**config.mk**
```make
export PLATFORM = sky130hd
export DESIGN_NAME = byte_stuffing_frame_encoder_unit
export DESIGN_NICKNAME = d
export VERILOG_FILES = /design/src/hw/rtl/bsfe_pkg.sv /design/src/hw/rtl/byte_stuffing_frame_encoder_unit.sv /design/src/hw/rtl/bsfe_front.sv /design/src/hw/rtl/bsfe_queue.sv /design/src/hw/rtl/bsfe_back.sv
export SDC_FILE = /design/constraint.sdc
export NUM_CORES = 1
export LEC_CHECK = 0
export BUFFER_PORTS_ARGS = -buffer_cell sky130_fd_sc_hd__buf_4
export CORE_UTILIZATION = 60
export DETAILED_ROUTE_END_ITERATION = 6
export PLACE_DENSITY = 0.79
export SLEW_MARGIN = 20
export SYNTH_ARGS = -nofsm -noshare
export SYNTH_HDL_FRONTEND = slang
export SYNTH_SLANG_ARGS = --single-unit
```
**constraint.sdc**
```tcl
create_clock -name clk -period 6.92 [get_ports clk]
set_input_delay 0.346 -clock clk [delete_from_list [all_inputs] [get_ports clk]]
set_output_delay 0.346 -clock clk [all_outputs]
set_load 0.02 [all_outputs]
```
**src/hw/rtl/bsfe_pkg.sv**
```systemverilog
// Shared types and constants for the byte stuffing frame encoder.
package bsfe_pkg;

  localparam int unsigned BYTE_W      = 8;
  localparam int unsigned CFG_IDX_W   = 2;
  localparam int unsigned QUEUE_DEPTH = 2;
  localparam int unsigned MAX_LEN_OK  = 253;

  // Configuration register indexes
  typedef enum logic [CFG_IDX_W-1:0] {
    REG_START_CODE  = 2'd0,
    REG_ESCAPE_CODE = 2'd1,
    REG_START_SUB   = 2'd2,
    REG_ESCAPE_SUB  = 2'd3
  } cfg_idx_t;

  localparam logic [BYTE_W-1:0] START_CODE_RST  = 8'd254;
  localparam logic [BYTE_W-1:0] ESCAPE_CODE_RST = 8'd253;
  localparam logic [BYTE_W-1:0] START_SUB_RST   = 8'd1;
  localparam logic [BYTE_W-1:0] ESCAPE_SUB_RST  = 8'd2;

  // Live configuration as seen by the emitter
  typedef struct packed {
    logic [BYTE_W-1:0] start_code;
    logic [BYTE_W-1:0] escape_code;
    logic [BYTE_W-1:0] start_sub;
    logic [BYTE_W-1:0] escape_sub;
  } cfg_t;

  // One emit command per accepted item that produces output
  typedef struct packed {
    logic              err;    // single length error marker
    logic              hdr;    // start code before byte a
    logic              has_a;  // byte a is sent (stuffed)
    logic [BYTE_W-1:0] a;
    logic              has_b;  // checksum b is sent (stuffed), closes the frame
    logic [BYTE_W-1:0] b;
  } cmd_t;

  // Queue status seen by front and back
  typedef struct packed {
    logic full;
    logic vld;
  } q_stat_t;

endpackage

```
**src/hw/rtl/byte_stuffing_frame_encoder_unit.sv**
```systemverilog
// Top level of the byte stuffing frame encoder: config registers, front, queue, emitter.
//
// Takes a raw message one byte per item (id, length, payload) and sends the
// framed stream: start code, id, payload and an XOR checksum, each id, payload
// or checksum byte that equals the start or escape code replaced by the escape
// code and a substitute. An item yields zero to four output bytes, and the
// emitter sends one byte per cycle while it holds a command and the output is
// not stalled. The front end classifies one item per cycle into a command queue
// of QUEUE_DEPTH entries and takes input whenever that queue has room; a length
// item with a nonzero length in range produces no command. The first output
// byte of an item passes through the queue, the command register and the
// output register. A declared length above 253 yields a single item with
// length_error set and out_byte zero, and the frame is left without a checksum.
module byte_stuffing_frame_encoder_unit #(
  parameter int unsigned QUEUE_DEPTH = bsfe_pkg::QUEUE_DEPTH
) (
  input  logic                                clk,
  input  logic                                rst_n,
  // input stream
  input  logic                                in_tvalid,
  output logic                                in_tready,
  input  logic [bsfe_pkg::BYTE_W-1:0]         in_tdata,   // [7:0] in_byte
  // output stream
  output logic                                out_tvalid,
  input  logic                                out_tready,
  output logic [bsfe_pkg::BYTE_W-1:0]         out_tdata,  // [7:0] out_byte
  output logic                                out_tlast,  // frame_end
  output logic [1:0]                          out_tuser,  // [0] length_error, [1] run_last
  // configuration
  input  logic                                cfg_we,
  input  logic [bsfe_pkg::CFG_IDX_W-1:0]      cfg_idx,
  input  logic [bsfe_pkg::BYTE_W-1:0]         cfg_wdata
);

  bsfe_pkg::cfg_t    cfg_r, cfg_nxt;
  bsfe_pkg::q_stat_t q_stat;
  bsfe_pkg::cmd_t    push_cmd;
  bsfe_pkg::cmd_t    pop_cmd;
  logic              push;
  logic              pop;

  // Configuration registers
  always_comb begin
    cfg_nxt = cfg_r;
    if (cfg_we) begin
      case (bsfe_pkg::cfg_idx_t'(cfg_idx))
        bsfe_pkg::REG_START_CODE:  cfg_nxt.start_code  = cfg_wdata;
        bsfe_pkg::REG_ESCAPE_CODE: cfg_nxt.escape_code = cfg_wdata;
        bsfe_pkg::REG_START_SUB:   cfg_nxt.start_sub   = cfg_wdata;
        bsfe_pkg::REG_ESCAPE_SUB:  cfg_nxt.escape_sub  = cfg_wdata;
        default: ;
      endcase
    end
  end

  always_ff @(posedge clk) begin
    if (!rst_n) begin
      cfg_r.start_code  <= bsfe_pkg::START_CODE_RST;
      cfg_r.escape_code <= bsfe_pkg::ESCAPE_CODE_RST;
      cfg_r.start_sub   <= bsfe_pkg::START_SUB_RST;
      cfg_r.escape_sub  <= bsfe_pkg::ESCAPE_SUB_RST;
    end else begin
      cfg_r <= cfg_nxt;
    end
  end

  bsfe_front u_front (
    .clk       (clk),
    .rst_n     (rst_n),
    .in_tvalid (in_tvalid),
    .in_tready (in_tready),
    .in_tdata  (in_tdata),
    .q_stat    (q_stat),
    .push      (push),
    .push_cmd  (push_cmd)
  );

  bsfe_queue #(
    .DEPTH (QUEUE_DEPTH)
  ) u_queue (
    .clk      (clk),
    .rst_n    (rst_n),
    .push     (push),
    .push_cmd (push_cmd),
    .pop      (pop),
    .pop_cmd  (pop_cmd),
    .q_stat   (q_stat)
  );

  bsfe_back u_back (
    .clk        (clk),
    .rst_n      (rst_n),
    .cfg        (cfg_r),
    .q_stat     (q_stat),
    .pop_cmd    (pop_cmd),
    .pop        (pop),
    .out_tvalid (out_tvalid),
    .out_tready (out_tready),
    .out_tdata  (out_tdata),
    .out_tlast  (out_tlast),
    .out_tuser  (out_tuser)
  );

  // Length error marker is a lone zero byte that ends its item's run
  a_err_shape: assert property (@(posedge clk) disable iff (!rst_n)
    (out_tvalid && out_tuser[0]) |-> (out_tuser[1] && !out_tlast && out_tdata == '0))
    else $error("length error result malformed");

  // Frame end is always the final result of its item
  a_fend_last: assert property (@(posedge clk) disable iff (!rst_n)
    (out_tvalid && out_tlast) |-> out_tuser[1])
    else $error("frame end not marked as last of item");

  // Emitter only takes commands that exist
  a_pop_vld: assert property (@(posedge clk) disable iff (!rst_n)
    pop |-> q_stat.vld)
    else $error("pop from empty command queue");

  // Front never pushes into a full queue
  a_push_room: assert property (@(posedge clk) disable iff (!rst_n)
    push |-> !q_stat.full)
    else $error("push into full command queue");

endmodule

```
**src/hw/rtl/bsfe_front.sv**
```systemverilog
// Front end: parses id/length/payload items and issues emit commands.
module bsfe_front (
  input  logic                                clk,
  input  logic                                rst_n,
  input  logic                                in_tvalid,
  output logic                                in_tready,
  input  logic [bsfe_pkg::BYTE_W-1:0]         in_tdata,   // [7:0] in_byte
  input  bsfe_pkg::q_stat_t                   q_stat,
  output logic                                push,
  output bsfe_pkg::cmd_t                      push_cmd
);

  typedef enum logic [2:0] {
    PH_ID  = 3'b001,
    PH_LEN = 3'b010,
    PH_PAY = 3'b100
  } phase_t;

  phase_t                      phase_r, phase_nxt;
  logic [bsfe_pkg::BYTE_W-1:0] rem_r, rem_nxt;
  logic [bsfe_pkg::BYTE_W-1:0] xor_r, xor_nxt;
  logic [bsfe_pkg::BYTE_W-1:0] rem_dec;
  logic [bsfe_pkg::BYTE_W-1:0] xor_pay;
  logic                        accept;

  assign in_tready = !q_stat.full;
  assign accept    = in_tvalid && in_tready;
  assign rem_dec   = rem_r - 1'b1;
  assign xor_pay   = xor_r ^ in_tdata;

  // Classify the item and build its command
  always_comb begin
    phase_nxt = phase_r;
    rem_nxt   = rem_r;
    xor_nxt   = xor_r;
    push      = 1'b0;
    push_cmd  = '0;
    if (accept) begin
      case (phase_r)
        PH_LEN: begin
          if (in_tdata > bsfe_pkg::BYTE_W'(bsfe_pkg::MAX_LEN_OK)) begin
            push         = 1'b1;
            push_cmd.err = 1'b1;
            phase_nxt    = PH_ID;
            rem_nxt      = '0;
          end else if (in_tdata == '0) begin
            push           = 1'b1;
            push_cmd.has_b = 1'b1;
            push_cmd.b     = xor_r;
            phase_nxt      = PH_ID;
            rem_nxt        = '0;
          end else begin
            rem_nxt   = in_tdata;
            phase_nxt = PH_PAY;
          end
        end
        PH_PAY: begin
          push           = 1'b1;
          push_cmd.has_a = 1'b1;
          push_cmd.a     = in_tdata;
          xor_nxt        = xor_pay;
          rem_nxt        = rem_dec;
          if (rem_dec == '0) begin
            push_cmd.has_b = 1'b1;
            push_cmd.b     = xor_pay;
            phase_nxt      = PH_ID;
          end
        end
        default: begin
          // id byte; unknown phase codes behave the same
          push           = 1'b1;
          push_cmd.hdr   = 1'b1;
          push_cmd.has_a = 1'b1;
          push_cmd.a     = in_tdata;
          xor_nxt        = in_tdata;
          rem_nxt        = '0;
          phase_nxt      = PH_LEN;
        end
      endcase
    end
  end

  always_ff @(posedge clk) begin
    if (!rst_n) begin
      phase_r <= PH_ID;
      rem_r   <= '0;
      xor_r   <= '0;
    end else begin
      phase_r <= phase_nxt;
      rem_r   <= rem_nxt;
      xor_r   <= xor_nxt;
    end
  end

endmodule

```
**src/hw/rtl/bsfe_queue.sv**
```systemverilog
// Small command queue between front end and emitter.
module bsfe_queue #(
  parameter int unsigned DEPTH = bsfe_pkg::QUEUE_DEPTH
) (
  input  logic               clk,
  input  logic               rst_n,
  input  logic               push,
  input  bsfe_pkg::cmd_t     push_cmd,
  input  logic               pop,
  output bsfe_pkg::cmd_t     pop_cmd,
  output bsfe_pkg::q_stat_t  q_stat
);

  localparam int unsigned PW = (DEPTH > 1) ? $clog2(DEPTH) : 1;
  localparam int unsigned CW = $clog2(DEPTH + 1);

  bsfe_pkg::cmd_t  mem [DEPTH];
  logic [PW-1:0]   wr_ptr_r, wr_ptr_nxt;
  logic [PW-1:0]   rd_ptr_r, rd_ptr_nxt;
  logic [CW-1:0]   cnt_r, cnt_nxt;
  logic            do_push;
  logic            do_pop;

  assign q_stat.full = (cnt_r == CW'(DEPTH));
  assign q_stat.vld  = (cnt_r != '0);
  assign do_push     = push && !q_stat.full;
  assign do_pop      = pop && q_stat.vld;
  assign pop_cmd     = mem[rd_ptr_r];

  // Pointer and fill count update
  always_comb begin
    wr_ptr_nxt = wr_ptr_r;
    rd_ptr_nxt = rd_ptr_r;
    cnt_nxt    = cnt_r;
    if (do_push) begin
      wr_ptr_nxt = (wr_ptr_r == PW'(DEPTH - 1)) ? '0 : wr_ptr_r + 1'b1;
    end
    if (do_pop) begin
      rd_ptr_nxt = (rd_ptr_r == PW'(DEPTH - 1)) ? '0 : rd_ptr_r + 1'b1;
    end
    if (do_push && !do_pop) begin
      cnt_nxt = cnt_r + 1'b1;
    end else if (do_pop && !do_push) begin
      cnt_nxt = cnt_r - 1'b1;
    end
  end

  always_ff @(posedge clk) begin
    if (!rst_n) begin
      wr_ptr_r <= '0;
      rd_ptr_r <= '0;
      cnt_r    <= '0;
    end else begin
      wr_ptr_r <= wr_ptr_nxt;
      rd_ptr_r <= rd_ptr_nxt;
      cnt_r    <= cnt_nxt;
    end
  end

  always_ff @(posedge clk) begin
    if (do_push) begin
      mem[wr_ptr_r] <= push_cmd;
    end
  end

endmodule

```
**src/hw/rtl/bsfe_back.sv**
```systemverilog
// Emitter: expands commands into stuffed output bytes, one per cycle while the output is not stalled.
module bsfe_back (
  input  logic                         clk,
  input  logic                         rst_n,
  input  bsfe_pkg::cfg_t               cfg,
  input  bsfe_pkg::q_stat_t            q_stat,
  input  bsfe_pkg::cmd_t               pop_cmd,
  output logic                         pop,
  output logic                         out_tvalid,
  input  logic                         out_tready,
  output logic [bsfe_pkg::BYTE_W-1:0]  out_tdata,  // [7:0] out_byte
  output logic                         out_tlast,  // frame_end
  output logic [1:0]                   out_tuser   // [0] length_error, [1] run_last
);

  typedef enum logic [5:0] {
    ST_HDR = 6'b000001,
    ST_A   = 6'b000010,
    ST_A2  = 6'b000100,
    ST_B   = 6'b001000,
    ST_B2  = 6'b010000,
    ST_ERR = 6'b100000
  } step_t;

  bsfe_pkg::cmd_t              cur_r, cur_nxt;
  logic                        cur_vld_r, cur_vld_nxt;
  step_t                       step_r, step_nxt, step_adv, step_first;
  logic                        out_vld_r, out_vld_nxt;
  logic [bsfe_pkg::BYTE_W-1:0] out_byte_r, out_byte_nxt;
  logic                        out_fe_r, out_fe_nxt;
  logic                        out_lerr_r, out_lerr_nxt;
  logic                        out_last_r, out_last_nxt;

  logic                        emit_en;
  logic [bsfe_pkg::BYTE_W-1:0] sel_byte;
  logic                        is_start;
  logic                        is_escape;
  logic [bsfe_pkg::BYTE_W-1:0] sub_byte;
  logic [bsfe_pkg::BYTE_W-1:0] e_byte;
  logic                        e_fe;
  logic                        e_lerr;
  logic                        e_last;

  assign emit_en = cur_vld_r && (!out_vld_r || out_tready);
  assign pop     = q_stat.vld && (!cur_vld_r || (emit_en && e_last));

  // Stuffing test on the byte this step works on
  assign sel_byte  = ((step_r == ST_A) || (step_r == ST_A2)) ? cur_r.a : cur_r.b;
  assign is_start  = (sel_byte == cfg.start_code);
  assign is_escape = (sel_byte == cfg.escape_code);
  assign sub_byte  = is_start ? cfg.start_sub : cfg.escape_sub;

  // First step of a newly loaded command
  always_comb begin
    if (pop_cmd.err) begin
      step_first = ST_ERR;
    end else if (pop_cmd.hdr) begin
      step_first = ST_HDR;
    end else if (pop_cmd.has_a) begin
      step_first = ST_A;
    end else begin
      step_first = ST_B;
    end
  end

  // Byte produced by the current step and the step after it
  always_comb begin
    e_byte   = '0;
    e_fe     = 1'b0;
    e_lerr   = 1'b0;
    e_last   = 1'b0;
    step_adv = step_r;
    case (step_r)
      ST_HDR: begin
        e_byte   = cfg.start_code;
        step_adv = cur_r.has_a ? ST_A : ST_B;
      end
      ST_A: begin
        if (is_start || is_escape) begin
          e_byte   = cfg.escape_code;
          step_adv = ST_A2;
        end else begin
          e_byte   = cur_r.a;
          step_adv = ST_B;
          e_last   = !cur_r.has_b;
        end
      end
      ST_A2: begin
        e_byte   = sub_byte;
        step_adv = ST_B;
        e_last   = !cur_r.has_b;
      end
      ST_B: begin
        if (is_start || is_escape) begin
          e_byte   = cfg.escape_code;
          step_adv = ST_B2;
        end else begin
          e_byte = cur_r.b;
          e_fe   = 1'b1;
          e_last = 1'b1;
        end
      end
      ST_B2: begin
        e_byte = sub_byte;
        e_fe   = 1'b1;
        e_last = 1'b1;
      end
      ST_ERR: begin
        e_lerr = 1'b1;
        e_last = 1'b1;
      end
      default: begin
        e_last = 1'b1;
      end
    endcase
  end

  // Command register and step sequencing
  always_comb begin
    cur_nxt     = cur_r;
    cur_vld_nxt = cur_vld_r;
    step_nxt    = step_r;
    if (pop) begin
      cur_nxt     = pop_cmd;
      cur_vld_nxt = 1'b1;
      step_nxt    = step_first;
    end else if (emit_en && e_last) begin
      cur_vld_nxt = 1'b0;
    end else if (emit_en) begin
      step_nxt = step_adv;
    end
  end

  // Output register
  always_comb begin
    out_vld_nxt  = out_vld_r;
    out_byte_nxt = out_byte_r;
    out_fe_nxt   = out_fe_r;
    out_lerr_nxt = out_lerr_r;
    out_last_nxt = out_last_r;
    if (emit_en) begin
      out_vld_nxt  = 1'b1;
      out_byte_nxt = e_byte;
      out_fe_nxt   = e_fe;
      out_lerr_nxt = e_lerr;
      out_last_nxt = e_last;
    end else if (out_tready) begin
      out_vld_nxt = 1'b0;
    end
  end

  always_ff @(posedge clk) begin
    if (!rst_n) begin
      cur_vld_r <= 1'b0;
      step_r    <= ST_HDR;
      out_vld_r <= 1'b0;
    end else begin
      cur_vld_r <= cur_vld_nxt;
      step_r    <= step_nxt;
      out_vld_r <= out_vld_nxt;
    end
  end

  always_ff @(posedge clk) begin
    cur_r      <= cur_nxt;
    out_byte_r <= out_byte_nxt;
    out_fe_r   <= out_fe_nxt;
    out_lerr_r <= out_lerr_nxt;
    out_last_r <= out_last_nxt;
  end

  assign out_tvalid = out_vld_r;
  assign out_tdata  = out_byte_r;
  assign out_tlast  = out_fe_r;
  assign out_tuser  = {out_last_r, out_lerr_r};

endmodule
```
==> Flow_metrics.wiki <==
{| class="wikitable"
! Metric !! Value
|-
| Status || finished, final reports clean
|-
| Total wire length after detailed routing || 14.7 mm
|-
| Ratio of cells with drive above 1 in the final layout || between 10% and 20%
|-
| Max-slew headroom || 35.8%
|-
| Core footprint || 10300 sq um
|-
| Worst-margin pin slew || 963 ps
|-
| Post-layout minimum cycle time || 3090 ps
|-
| Count of warnings emitted by yosys || 0
|-
| Maximum number of pins on one net before global-route repair || 43
|-
| Yosys reg bits || 133
|-
| Global Route Usage Sum || 28.6%
|-
| Average via count per standard cell || slightly above 6
|-
| Final count of negative-setup-slack endpoints || 0
|-
| Gr ovfl total || 0
|-
| First-pass iteration count of the detailed router || 5
|-
| Worst hold path type || input pin to flip-flop
|-
| Netlist area before placement || 6340 sq um
|-
| CTS Sinks || 133
|-
| Internal power consumption || 1830 uW
|-
| Relative area change from synthesis to final layout || 14.6%
|-
| Net switching fraction of the power || 30.6%
|-
| Switching pwr || 807 uW
|-
| Worst Setup Slack, final || 3830 ps
|-
| Peak ir drop on the vdd network || 218 uV
|-
| # rows || 37
|-
| DRT antenna net count || 0
|-
| Routed wire per std cell || 18.3 um
|-
| Number of standard cells after synthesis || ~630
|-
| Unrepaired setup endpoints after global routing || no
|-
| Count of flip-flops with a built-in enable after synthesis || 69
|-
| CP peak stage delay || 780 ps
|-
| DP Worst Slack || 3870 ps
|-
| Critical Path Sink Type || flip-flop
|-
| Worst clock skew || ~6.2 ps
|-
| Starting DRT DRC Count || about 360
|-
| Total half-perimeter wirelength after legalization and detailed placement || about 10 mm
|-
| Cell accounting for the most synthesized area || sky130_fd_sc_hd__edfxtp_1
|-
| Post-CTS Setup Inserts || 0
|-
| Sum of negative setup slack || 0 ps
|-
| Clock transition time at the flip-flop clock pins of the worst setup and hold paths || about 60 ps
|-
| Arrival time worst endpoint || roughly 3400 ps
|-
| First-pass GRT wire length || approximately 24 mm
|-
| Initial antenna violation count || 0
|-
| # diodes || 0
|-
| Fraction of synthesized cell area taken by the top area cell type || around 33%
|-
| Share of synthesized area occupied by flip-flops and latches || 52.9%
|-
| Category of the worst setup path launch point || flip-flop
|-
| Vias after detailed routing || between 4000 and 5000
|-
| Number of buffer and inverter instances along the worst setup path || 0
|-
| FFs w/ async S/R, synth || 0%
|-
| Critical path's slowest cell || sky130_fd_sc_hd__and2_1
|-
| Maximum frequency from static timing analysis || roughly 320 MHz
|-
| Final count of hold timing violations || 0
|-
| Post-route DRC violation count || 0
|-
| Fraction of the cycle the final worst path needs || about 45%
|-
| Synth Flop Type || sky130_fd_sc_hd__edfxtp_1
|-
| Clock root buffer || sky130_fd_sc_hd__clkbuf_8
|-
| P per Cell Area || 363 nW/um^2
|-
| Level count of the clock H-tree || 4
|-
| TritonCTS buffer count || 17
|-
| Ports || 36
|-
| Cell-by-cell listing of the critical path || nor4_4 > and2_4 > mux2i_1 > a211oi_1 > nand4_1 > and2_1 > nor2_1 > a21oi_1 > o221ai_1
|-
| Clock insertion delay at the later pin of the skew report || between 500 and 600 ps
|-
| CTS Hold Bufs || 0
|-
| Post-cts resize count || 0
|-
| Maximum fanout encountered on the critical timing path || 20
|-
| Number of max-cap violations || 0
|-
| Buffer levels on the longest clock path || 2
|-
| Vertical die dimension || 105 um
|-
| Cell variety after synth || between 50 and 60
|-
| Average size of a mapped cell || a little over 10 sq um
|-
| Number of nets in the layout || 682
|-
| TritonCTS clock tree || built
|-
| Last weighted congestion value of the routability-driven placer || roughly 0.93
|-
| Final count of pins violating max slew || 0
|-
| Biggest area contributors in the synthesized netlist || sky130_fd_sc_hd__edfxtp_1 (33%), sky130_fd_sc_hd__dfxtp_1 (20%), sky130_fd_sc_hd__nand2_1 (5.3%)
|-
| Data required time of the critical path || 7170 ps
|-
| Crit path max-delay family || simple AND/OR/NAND/NOR gates
|-
| DIE AREA || 11000 sq um
|-
| Count of input and output buffers || 35
|-
| Post-layout total power || 2640 uW
|-
| Leakage Power || 0.00266 uW
|-
| Horiz. Die Dim || 105 um
|-
| Share of total power in the clock network || 34.7%
|-
| Share of power burned in combinational logic || between 20% and 30%
|-
| Sequential share of power || 41.6%
|-
| Number of global-route vias before repair || 4783
|-
| Worst Hold Margin || 63.8 ps
|-
| Initial standard-cell utilization of the core || 61.7%
|-
| Net count of the mapped netlist || between 600 and 700
|-
| Start-to-end type of the worst setup path || flip-flop to flip-flop
|}
==> power groups by stage <==
| stage | combinational (uW) | clock, uW | sequential (uW) |
|---|---|---|---|
| finish | 625 | 915 | 1100 |
| global route | 685 | 958 | 1110 |
| CTS | 629 | 918 | 1090 |
| detailed placement | 621 | 0 | 1110 |
| global placement | 605 | 0 | 1100 |
| floorplan | 451 | 0 | 1100 |
==> final timing paths <==
check                        start             endpoint  slack (ps)  cells after the start
setup / recovery  u_back.step_r[0]  u_back.out_tdata[5]        3830                      9
hold / removal        cfg_wdata[7]            cfg_r[23]          60                      3
setup reg to reg  u_back.step_r[0]  u_back.out_tdata[5]        3830                      9
hold reg to reg          cfg_r[14]            cfg_r[14]         460                      2
==> area by class of cell <==
class | instances | area (sq um)
multi-input combinational | 453 | 2810
fill | 763 | 3010
sequential | 133 | 3350
timing repair buffer | 39 | 293
tap | 136 | 170
clock inverter | 11 | 149
inverter | 13 | 48.8
clock buffer | 21 | 449
==> cell usage in the layout, fill, tap and decap left out, drive strengths merged, types with 2 or more instances in the layout <==
cell	instances
and3	4
mux2	18
o311ai	3
a31oi	2
nor3b	17
o211ai	5
a21oi	53
edfxtp	69
clkbuf	21
nor4	5
inv	15
nor2	61
nor3	8
mux2i	24
dfxtp	64
nand2b	10
nand3	23
nand3b	3
clkinv	4
bufinv	3
a22oi	7
o31ai	2
nand4b	2
and4	3
clkinvlp	2
a221oi	5
nor2b	3
a211oi	9
nand4	7
or2	2
ha	2
nand2	90
or3	2
o221ai	6
xnor2	12
buf	39
xor2	21
o21ai	23
and2	14
==> cell usage after synthesis, drive strengths merged (2+ instances only) <==
cell and instances:
nand2 90, o311ai 3, mux2 18, a21oi 53, buf 9, nand3 23
xnor2 12, a31oi 2, and4 3, nand4 7, o31ai 2, or3 2
nand3b 3, a211oi 9, o221ai 6, edfxtp 69, and2 14, clkbuf 19
nor2 61, nor2b 3, or2 2, and3 4, nand4b 2, mux2i 24
inv 12, nor3b 17, xor2 21, dfxtp 64, a221oi 5, ha 2
a22oi 7, nor4 5, nor3 8, o211ai 5, o21ai 23, nand2b 10
==> worst register-to-register path: cells and delay by family (launching register included) <==
kind / cells / cell delay, ps
AO/OA/AOI/OAI: 3 / 440
flip-flops: 1 / 370
multiplexers: 1 / 300
AND/OR/NAND/NOR: 5 / 1720
==> registers in the layout (all words and copies together), names as in the netlist, 2 cells and up, named ones only <==
register / cells
u_front.phase_r: 3
u_front.xor_r: 8
u_queue.cnt_r: 2
u_back.out_tdata: 8
u_front.rem_r: 8
cfg_r: 32
u_queue.mem: 40
u_back.step_r: 6
u_back.cur_r: 18
==> metrics by stage <==
stage                     utilization (%)  instance area [sq um]  instances
after floorplan                         -                   6340        627
after CTS                            70.7                   7270        806
after detailed placement             64.9                   6670        774
final                                70.7                   7270        806
after global placement               64.9                   6670        774
after global routing                 70.7                   7270        806
==> cell families (layout without fill, tap and decap cells) <==
| group | count (synthesis) | after routing | share of synthesized area, % |
|---|---|---|---|
| xor gates and xnor gates | 33 | 33 | 4.56 |
| adders and majority gates | 2 | 2 | 0.394 |
| AOI/OAI and AO/OA | 118 | 118 | 11.9 |
| DFF | 133 | 133 | 52.9 |
| muxes | 42 | 42 | 6.98 |
| and+or+nand+nor | 258 | 258 | 20.3 |
| buffers and inverters | 41 | 84 | 2.98 |
==> metal layers <==
| layer | part of all wire, % | track usage [%] | vias up |
|---|---|---|---|
| met5 | 0 | 0 | - |
| met4 | 3.8 | 14.4 | 0 |
| met3 | 5.7 | 6.30 | 46 |
| met2 | 50 | 49.1 | 182 |
| met1 | 40 | 33.6 | 2332 |
| li1 | - | - | 2320 |
No activity file was read; power rests on OpenSTA's default activity.
